<file path="src/rtl/ksf_pkg.sv">
// Shared types, scancode constants and the set-1 to ASCII translation for the scancode FIFO.
package ksf_pkg;

  typedef enum logic {
    CMD_KEY  = 1'b0,
    CMD_READ = 1'b1
  } ksf_cmd_t;

  localparam logic [7:0] SC_ENTER     = 8'h1C;
  localparam logic [7:0] SC_BACKSPACE = 8'h0E;
  localparam logic [7:0] SC_SPACE     = 8'h39;
  localparam logic [7:0] SC_ZERO      = 8'h0B;
  localparam logic [7:0] SC_PERIOD    = 8'h34;
  localparam logic [7:0] SC_SLASH     = 8'h35;

  localparam logic [6:0] CHAR_NONE = 7'h00;

  // Returns the ASCII code of a set-1 make code, or CHAR_NONE if it does not translate.
  function automatic logic [6:0] ksf_to_ascii(input logic [7:0] sc);
    logic [6:0] ch;
    ch = CHAR_NONE;
    case (sc)
      8'h02: ch = 7'h31;
      8'h03: ch = 7'h32;
      8'h04: ch = 7'h33;
      8'h05: ch = 7'h34;
      8'h06: ch = 7'h35;
      8'h07: ch = 7'h36;
      8'h08: ch = 7'h37;
      8'h09: ch = 7'h38;
      8'h0A: ch = 7'h39;
      SC_ZERO: ch = 7'h30;
      8'h10: ch = 7'h71;
      8'h11: ch = 7'h77;
      8'h12: ch = 7'h65;
      8'h13: ch = 7'h72;
      8'h14: ch = 7'h74;
      8'h15: ch = 7'h79;
      8'h16: ch = 7'h75;
      8'h17: ch = 7'h69;
      8'h18: ch = 7'h6F;
      8'h19: ch = 7'h70;
      8'h1E: ch = 7'h61;
      8'h1F: ch = 7'h73;
      8'h20: ch = 7'h64;
      8'h21: ch = 7'h66;
      8'h22: ch = 7'h67;
      8'h23: ch = 7'h68;
      8'h24: ch = 7'h6A;
      8'h25: ch = 7'h6B;
      8'h26: ch = 7'h6C;
      8'h2C: ch = 7'h7A;
      8'h2D: ch = 7'h78;
      8'h2E: ch = 7'h63;
      8'h2F: ch = 7'h76;
      8'h30: ch = 7'h62;
      8'h31: ch = 7'h6E;
      8'h32: ch = 7'h6D;
      SC_SPACE: ch = 7'h20;
      SC_ENTER, SC_BACKSPACE: ch = 7'h0A;
      SC_PERIOD: ch = 7'h2E;
      SC_SLASH: ch = 7'h2F;
      default: ch = CHAR_NONE;
    endcase
    return ch;
  endfunction

endpackage

</file>
<file path="src/rtl/ksf_char_ram.sv">
// Character store: one write port and one registered, enabled read port.
module ksf_char_ram #(
  parameter int DEPTH = 256,
  parameter int AW = 8
) (
  input  logic          clk,
  input  logic          wr_en,
  input  logic [AW-1:0] wr_addr,
  input  logic [6:0]    wr_data,
  input  logic          rd_en,
  input  logic [AW-1:0] rd_addr,
  output logic [6:0]    rd_data
);

  logic [6:0] mem [DEPTH];

  always_ff @(posedge clk) begin
    if (wr_en) begin
      mem[wr_addr] <= wr_data;
    end
    if (rd_en) begin
      rd_data <= mem[rd_addr];
    end
  end

endmodule

</file>
<file path="src/rtl/keyboard_scancode_fifo.sv">
// Top level of the scancode FIFO: translates key words into a character ring and pops on read.
//
//   channel  valid      stall      payload
//   in       in_valid   in_stall   cmd, scancode
//   out      out_valid  out_stall  read_char, stored, fill_level
//
// Each word produces one result word through the memory-read stage and the result register,
// and a new word can be accepted every cycle while the output keeps draining.
// The memory-read stage is there because the read port of the character memory is registered.
// Reset clears the pointers, the fill count and all valid flags; the memory is not cleared.
// A stall on the output holds the result register and then the memory-read stage,
// which in turn raises in_stall.
module keyboard_scancode_fifo #(
  parameter int BUFFER_DEPTH = 256
) (
  input  logic       clk,
  input  logic       rst,
  input  logic       in_valid,
  output logic       in_stall,
  input  logic       cmd,
  input  logic [7:0] scancode,
  output logic       out_valid,
  input  logic       out_stall,
  output logic [6:0] read_char,
  output logic       stored,
  output logic [8:0] fill_level
);
  import ksf_pkg::*;

  localparam int PW = $clog2(BUFFER_DEPTH);
  localparam int CW = $clog2(BUFFER_DEPTH + 1);

  logic [PW-1:0] read_pointer;
  logic [PW-1:0] write_pointer;
  logic [CW-1:0] held_count;
  logic [CW-1:0] held_count_next;
  logic [31:0]   count_wide;

  logic       s1_valid;
  logic       s1_pop;
  logic       s1_stored;
  logic [8:0] s1_fill;

  logic       accept;
  logic       s1_advance;
  logic [6:0] key_char;
  logic       push;
  logic       pop;
  logic [6:0] ram_rd_data;

  assign s1_advance = s1_valid && (!out_valid || !out_stall);
  assign in_stall   = s1_valid && !s1_advance;
  assign accept     = in_valid && !in_stall;

  assign key_char = ksf_to_ascii(scancode);
  assign push = accept && (cmd == CMD_KEY) && (key_char != CHAR_NONE)
                && (held_count != CW'(BUFFER_DEPTH));
  assign pop  = accept && (cmd == CMD_READ) && (held_count != '0);

  always_comb begin
    held_count_next = held_count;
    if (push) begin
      held_count_next = held_count + 1'b1;
    end else if (pop) begin
      held_count_next = held_count - 1'b1;
    end
  end

  assign count_wide = 32'(held_count_next);

  ksf_char_ram #(
    .DEPTH (BUFFER_DEPTH),
    .AW    (PW)
  ) u_ram (
    .clk     (clk),
    .wr_en   (push),
    .wr_addr (write_pointer),
    .wr_data (key_char),
    .rd_en   (pop),
    .rd_addr (read_pointer),
    .rd_data (ram_rd_data)
  );

  always_ff @(posedge clk) begin
    if (rst) begin
      read_pointer  <= '0;
      write_pointer <= '0;
      held_count    <= '0;
      s1_valid      <= 1'b0;
      out_valid     <= 1'b0;
    end else begin
      held_count <= held_count_next;
      if (push) begin
        write_pointer <= (write_pointer == PW'(BUFFER_DEPTH - 1)) ? '0
                         : write_pointer + 1'b1;
      end
      if (pop) begin
        read_pointer <= (read_pointer == PW'(BUFFER_DEPTH - 1)) ? '0
                        : read_pointer + 1'b1;
      end
      if (accept) begin
        s1_valid <= 1'b1;
      end else if (s1_advance) begin
        s1_valid <= 1'b0;
      end
      if (s1_advance) begin
        out_valid <= 1'b1;
      end else if (!out_stall) begin
        out_valid <= 1'b0;
      end
    end
  end

  always_ff @(posedge clk) begin
    if (accept) begin
      s1_pop    <= pop;
      s1_stored <= push;
      s1_fill   <= count_wide[8:0];
    end
    if (s1_advance) begin
      read_char  <= s1_pop ? ram_rd_data : CHAR_NONE;
      stored     <= s1_stored;
      fill_level <= s1_fill;
    end
  end

  a_count_bounded: assert property (@(posedge clk) disable iff (rst)
    held_count <= CW'(BUFFER_DEPTH))
    else $error("fill count exceeds buffer depth");

  a_pointers_bounded: assert property (@(posedge clk) disable iff (rst)
    (read_pointer <= PW'(BUFFER_DEPTH - 1)) && (write_pointer <= PW'(BUFFER_DEPTH - 1)))
    else $error("ring pointer out of range");

  a_no_accept_when_busy: assert property (@(posedge clk) disable iff (rst)
    (s1_valid && out_valid && out_stall) |-> !accept)
    else $error("word accepted while the read stage is blocked");

  a_push_pop_exclusive: assert property (@(posedge clk) disable iff (rst)
    !(push && pop))
    else $error("push and pop in the same cycle");

  a_pop_moves_pointer: assert property (@(posedge clk) disable iff (rst)
    (pop && BUFFER_DEPTH > 1) |=> (read_pointer != $past(read_pointer)))
    else $error("read pointer did not advance on pop");

endmodule

</file>
<file path="config.mk">
export PLATFORM = sky130hd
export DESIGN_NAME = keyboard_scancode_fifo
export DESIGN_NICKNAME = d
export VERILOG_FILES = /design/src/rtl/ksf_pkg.sv /design/src/rtl/ksf_char_ram.sv /design/src/rtl/keyboard_scancode_fifo.sv
export SDC_FILE = /design/constraint.sdc
export NUM_CORES = 2
export LEC_CHECK = 0
export CORE_ASPECT_RATIO = 1.5
export CORE_MARGIN = 5
export CORE_UTILIZATION = 35
export CTS_CLUSTER_SIZE = 12
export DETAILED_ROUTE_END_ITERATION = 10
export DONT_BUFFER_PORTS = 1
export SYNTH_ARGS = -nofsm -noshare
export SYNTH_HDL_FRONTEND = slang
export SYNTH_HIERARCHICAL = 1
export SYNTH_SLANG_ARGS = --single-unit
</file>
<file path="constraint.sdc">
create_clock -name clk -period 26.7 [get_ports clk]
set_input_delay 4.005 -clock clk [delete_from_list [all_inputs] [get_ports clk]]
set_output_delay 4.005 -clock clk [all_outputs]
set_load 0.01 [all_outputs]
</file>
# --- Yosys cells after proc, flatten, opt, wreduce, memory -nomap -nowiden ---
# Memory sizes are Yosys's and may differ from the RTL's. A register that Yosys moved wholly into a read port is not among the register bits.
# Index checks and enable logic that the tools add are counted.
word_totals:
  register_bits: 55
  rom_bits: 448
  ram_bits: 1792
  n_memories: 2
  word_cells: 50
  inputBits: 13
  out_inout_bits: 19
mem_list:
  columns: ["name", "depth", "word_bits", "rd", "rd_ports_with_merged_regs", "write_ports", "line_no", "rtl"]
  rows:
  - ["u_ram.mem", 256, 7, 1, 1, 1, "ksf_char_ram.sv:15", "logic [6:0] mem [DEPTH];"]
  - ["(no name shown)", 64, 7, 1, 0, 0, "ksf_pkg.sv:22", "case (sc)"]
op_classes:
  eq_ne: 4
  addsub: 4
  reduce_logical: 17
  mux: 11
  bitwise_logic: 1
ops:
  columns: ["cell", "count"]
  rows:
  - ["$mux W9", 2]
  - ["$add A8 B1 Y8 const B", 2]
  - ["$eq A8 B8 Y1 const B", 2]
  - ["$mux W8", 2]
  - ["$add A9 B1 Y9 const B", 1]
  - ["$ne A9 B9 Y1 const B", 1]
  - ["$reduce_bool A9 Y1", 1]
  - ["$sub A9 B1 Y9 const B", 1]
  - ["$logic_and A1 B1 Y1", 8]
  - ["$mux W7", 1]
  - ["$reduce_bool A7 Y1", 1]
  - ["$mux W1", 6]
  - ["$logic_not A1 Y1", 4]
  - ["$logic_not A2 Y1", 1]
  - ["$ne A2 B1 Y1 const B", 1]
  - ["$reduce_bool A2 Y1", 1]
  - ["$logic_or A1 B1 Y1", 1]
  - ["$not A1 Y1", 1]

# --- Depth between registers and ports, before layout ---
depth:
  word_depth: 12
  ltp_mapped: 16
  mapped_depth_nobuf: 9

# --- Cells and area by module ---
# The synthesis kept the hierarchy.
modules_own_cells:
  columns: ["mod", "n_inst", "cells_each", "area_each_um2", "seq_area_each_um2"]
  rows:
  - ["ksf_char_ram", 1, 3381, 70267.4, 54021.8]
  - ["keyboard_scancode_fifo", 1, 326, 3198.1, 1381.3]

# --- Least setup slack after synthesis ---
# Ideal clock, no wire load.
synth_path:
  kind: "input -> register"
  startpoint: "input port scancode[4]"
  endpoint: "memory u_ram.mem[0][6] (data pin)"
  setup_ps: 2313
  slack_ps: 9079
  arrival_time_ps: 15308
  n_path_buf: 3
  path_stages: 5
  required_ps: 24387
  path_cell_list: "buf_6 -> buf_2 -> buf_1 -> o31ai_1 -> a221oi_1"
synth_via:
  elab_chain_cells: 2
synth_lines:
  columns: ["element", "line_no", "rtl"]
  rows:
  - ["start, declared", "keyboard_scancode_fifo.sv:21", "input logic [7:0] scancode,"]
  - ["$mem_v2 Z64 W7", null, null]
  - ["$mux W7", "ksf_pkg.sv:22", null]
  - ["named net key_char[6]", "keyboard_scancode_fifo.sv:46", "logic [6:0] key_char;"]
  - ["end, declared", "ksf_char_ram.sv:15", null]
# The timed path passes the listed nets, and every way through them passes these cells.

# --- Worst setup path in the final report ---
layout_path:
  startpoint: "input port scancode[7]"
  endpoint: "memory u_ram.mem[39][4] (enable)"
layout_via:
  elab_chain_cells: 7
layout_lines:
  columns: ["element", "line_no", "rtl"]
  rows:
  - ["$logic_not A2 Y1", "ksf_pkg.sv:22", null]
  - ["$mux W7", "ksf_pkg.sv:22", null]
  - ["named net key_char[3]", "keyboard_scancode_fifo.sv:46", null]
  - ["$reduce_bool A7 Y1", "keyboard_scancode_fifo.sv:56", "assign push = accept && (cmd == CMD_KEY) && (key_char != CHAR_NONE)"]
  - ["$logic_and A1 B1 Y1", "keyboard_scancode_fifo.sv:56", null]
  - ["$logic_and A1 B1 Y1", "keyboard_scancode_fifo.sv:57", "&& (held_count != CW'(BUFFER_DEPTH));"]
  - ["$mux W1", "ksf_char_ram.sv:18", "if (wr_en) begin"]
  - ["$mux W1 (implied by the code)", "ksf_char_ram.sv:19", "mem[wr_addr] <= wr_data;"]
# The timed path passes the listed nets, and every way through them passes these cells.

==> summary.txt <==
Power and ir drop
  • Comb pwr share: 0.104
  • LEAKAGE: between 20 and 25 nW
  • Clock group share of total power: 0.367
  • Psw: 0.00140 W
  • Share of total power in sequential cells: 0.529
  • Internal cell power: between 0.004 and 0.005 W
  • Peak supply drop: around 0.000064 V
  • Sw frac: 0.227
  • Power density over cell area: approximately 76 mW/mm2

Logic synthesis
  • Post-Syn Area: 0.0735 mm2
  • YS warnings: 6
  • Cell with the most instances after synthesis: edfxtp_1
  • Syn Nets: ~3700
  • Top cells by count, synth: edfxtp_1 (1827), mux4_2 (380), nor2_1 (323)
  • Sequential share of the synthesized area: 0.754
  • FFs w/ async S/R, synth: 0
  • Yosys cell types: 85
  • Post-synth EDFFs: 1827
  • Ys flop type: edfxtp_1
  • Largest cells by area after synthesis: edfxtp_1 (75%), mux4_2 (12%), mux2i_1 (2.2%)
  • Post-synth top area share: 0.747
  • #FFs+latches synth: between 1500 and 2000
  • Top cell type by total area after synthesis: edfxtp_1
  • Avg Cell Area, Syn: 19.8 um2
  • Post-Syn Instances: roughly 3700

STA
  • Setup Skew: 0.0722 ns
  • Crit share post-route: 0.331
  • Worst Tran Pin Value: roughly 1.3 ns
  • Final min period: 8.83 ns
  • Max Slew Vio Count: 0
  • Max Clk Rate: approximately 110 MHz
  • Final hold violation count: 0
  • RSZ-0062 raised after global routing: no
  • Setup TNS: 0 ns
  • Max_slew headroom: 0.104
  • Final setup fails: 0

Clock network
  • Resized Gates After CTS: 0
  • Total CTS buffers: around 180
  • # H-tree levels: 4
  • TritonCTS clock tree: done
  • Clock root buffer: clkbuf_16
  • Sink Count: 1854
  • Clock-pin slew on the worst setup and hold paths: about 0.060 ns
  • CTS Hold Bufs: 0
  • # Post-CTS Setup Buffers: 0
  • Largest buffer count on any clock path: 4
  • Worst-skew pair later-pin latency: around 0.83 ns

Cells and area
  • Final net count: around 3800
  • Share of layout cells above drive strength 1: 0.182
  • Final Cell Area: 0.0811 mm2
  • Final design utilization: 0.387
  • Fillers: 18557
  • Area Growth Syn to Fin: 10.4%

Global routing
  • Met3 usage: 0.0211
  • Met2 Use GR: 0.306
  • First-pass GRT wire length: ~270000 um
  • Tot GR Track Use: 0.169
  • Busiest grt layer: met2
  • Vias in the first global route: 37124
  • Grt ovf: 0
  • Initial antenna violation count: 5
  • Largest net degree at the start of global routing: about 170
  • GRT met1 Usage: 0.196

Worst setup path
  • Arr. time, crit path: around 9.2 ns
  • R2R Setup Slk: roughly 20 ns
  • Crit-path leading delay family: simple AND/OR/NAND/NOR gates
  • CP Class: input pin to flop
  • Worst Setup SP: scancode[7]
  • FF-to-FF Start: read_pointer[0]
  • Reg2reg path depth: 9
  • Max Fanout on Critical Path: between 60 and 70
  • Critical Path, Cell by Cell: nor2_1 -> o21ai_0 -> a32oi_4 -> buf_4 -> or4_4 -> o31a_2 -> nand4_1 -> buf_4 -> nor2_1
  • Crit-path max cell delay: ~1.2 ns
  • Crit path max-delay cell type: nand4_1
  • Setup crit start kind: input pin
  • Buffers and inverters on the worst path: 2
  • R2r endpoint: u_ram/rd_data[1]
  • Critical path endpoint category: flop
  • Critical Path RT: between 20 and 30 ns

Worst hold path
  • Worst hold path startpoint: s1_fill[3]
  • Hold endpoint: fill_level[3]
  • Hold Path Depth: 0
  • Worst min path class: flop to flop

Detailed routing
  • Number of vias in the routed layout: 36072
  • DR DRC count: 0
  • Routed Antenna Nets: 0
  • Initial DRC count: around 3400
  • Wire per inst: ~28 um
  • Vias per cell: 5.47
  • Routed wire length: approximately 190000 um
  • Initial DRT Pass Iterations: 5

Floorplan
  • Initial cell density of the core: 0.351
  • DIE AREA: roughly 0.22 mm2
  • Core Region: around 0.21 mm2
  • Die X: a little under 400 um
  • Die height: about 570 um
  • Io pins: 32
  • Cell Rows: 206

Placement
  • GPL Wtd Cong: 0.866
  • I/O Buffers: 0
  • Post-DP Area: around 0.076 mm2
  • HPWL Detailed: 118000 um

Run status
  • Status: complete, no violations

Flow run
  • Max cap viols: 0
[power groups by stage]
stage,Combinational [W],Clock [W],Sequential [W]
after global routing,0.000685,0.00242,0.00326
after global placement,0.000649,0,0.00332
after detailed placement,0.000653,0,0.00332
after CTS,0.000654,0.00231,0.00325
after floorplan,0.000572,0,0.00330
final,0.000640,0.00226,0.00325
[area by class of cell]
class	count	area, um2	area share
inverters	17	63.8	0.000787
flip-flops and latches	1854	55400	0.683
diodes	1	2.50	0.0000308
clock inverters	8	82.6	0.00102
repair buffers	64	556	0.00685
multi-input cells	1614	16600	0.205
well taps	2808	3510	0.0433
clock buffers	233	4840	0.0597
[stage by stage]
step / hold WS (ns) / setup slack (ns) / power (W) / cells
floorplan: 0.400 / 9.08 / 0.00388 / 3707
global placement: 0.407 / 17.07 / 0.00396 / 6357
detailed placement: 0.410 / 16.98 / 0.00397 / 6357
CTS: 0.424 / 17.83 / 0.00622 / 6598
global route: 0.436 / 17.66 / 0.00636 / 6599
finish: 0.426 / 17.87 / 0.00616 / 6599
[cells in the final DEF, fill, tap and decap left out, types with 14 or more instances in the layout]
cell type  count
nand3_1       43
edfxtp_1    1827
nand2_1       93
a22o_1        14
nor4_1        36
mux4_2       380
ha_1          14
nor2_1       320
nor2b_1       27
clkbuf_16    186
nand4_1       14
nor3_1        46
a21oi_1       63
a22oi_1       61
dfxtp_1       22
mux2i_1      160
buf_4         58
clkbuf_1      46
nand2b_1      25
inv_1         16
o22ai_1       67
o2111ai_1     15
a221oi_1      20
o21ai_0       18
[worst max path at each step]
stage	end	slack, ns	cells after the start
after floorplan	u_ram/mem[0][6]	9.08	5
after global placement	u_ram/mem[39][0]	17.07	10
after detailed placement	u_ram/mem[39][2]	16.98	9
after CTS	u_ram/mem[39][4]	17.83	10
after global routing	u_ram/mem[247][3]	17.66	10
final	u_ram/mem[39][4]	17.87	9
[kinds of logic after synthesis]
group                    Yosys count  share of synthesized area
XOR/XNOR                          13                    0.00155
adder cells (fa/ha/maj)           14                    0.00238
multiplexers                     560                      0.143
AND/OR/NAND/NOR                  672                     0.0422
flip-flops                      1854                      0.754
buffers and inverters            239                     0.0209
AO/OA/AOI/OAI                    355                     0.0354
[flip-flops by register name, indices dropped and copies added (netlist names), 7 cells and up]
signal,flops
read_pointer,8
read_char,7
u_ram/rd_data,7
u_ram/mem,1792
held_count,9
s1_fill,9
write_pointer,8
fill_level,9
[per-layer routing]
layer  vias up  part of all wire
li1      15218                 -
met1     19078              0.36
met2      1399              0.53
met3       377             0.054
met4         0             0.055
met5         -                 0
(Power assumes the default switching activity.)
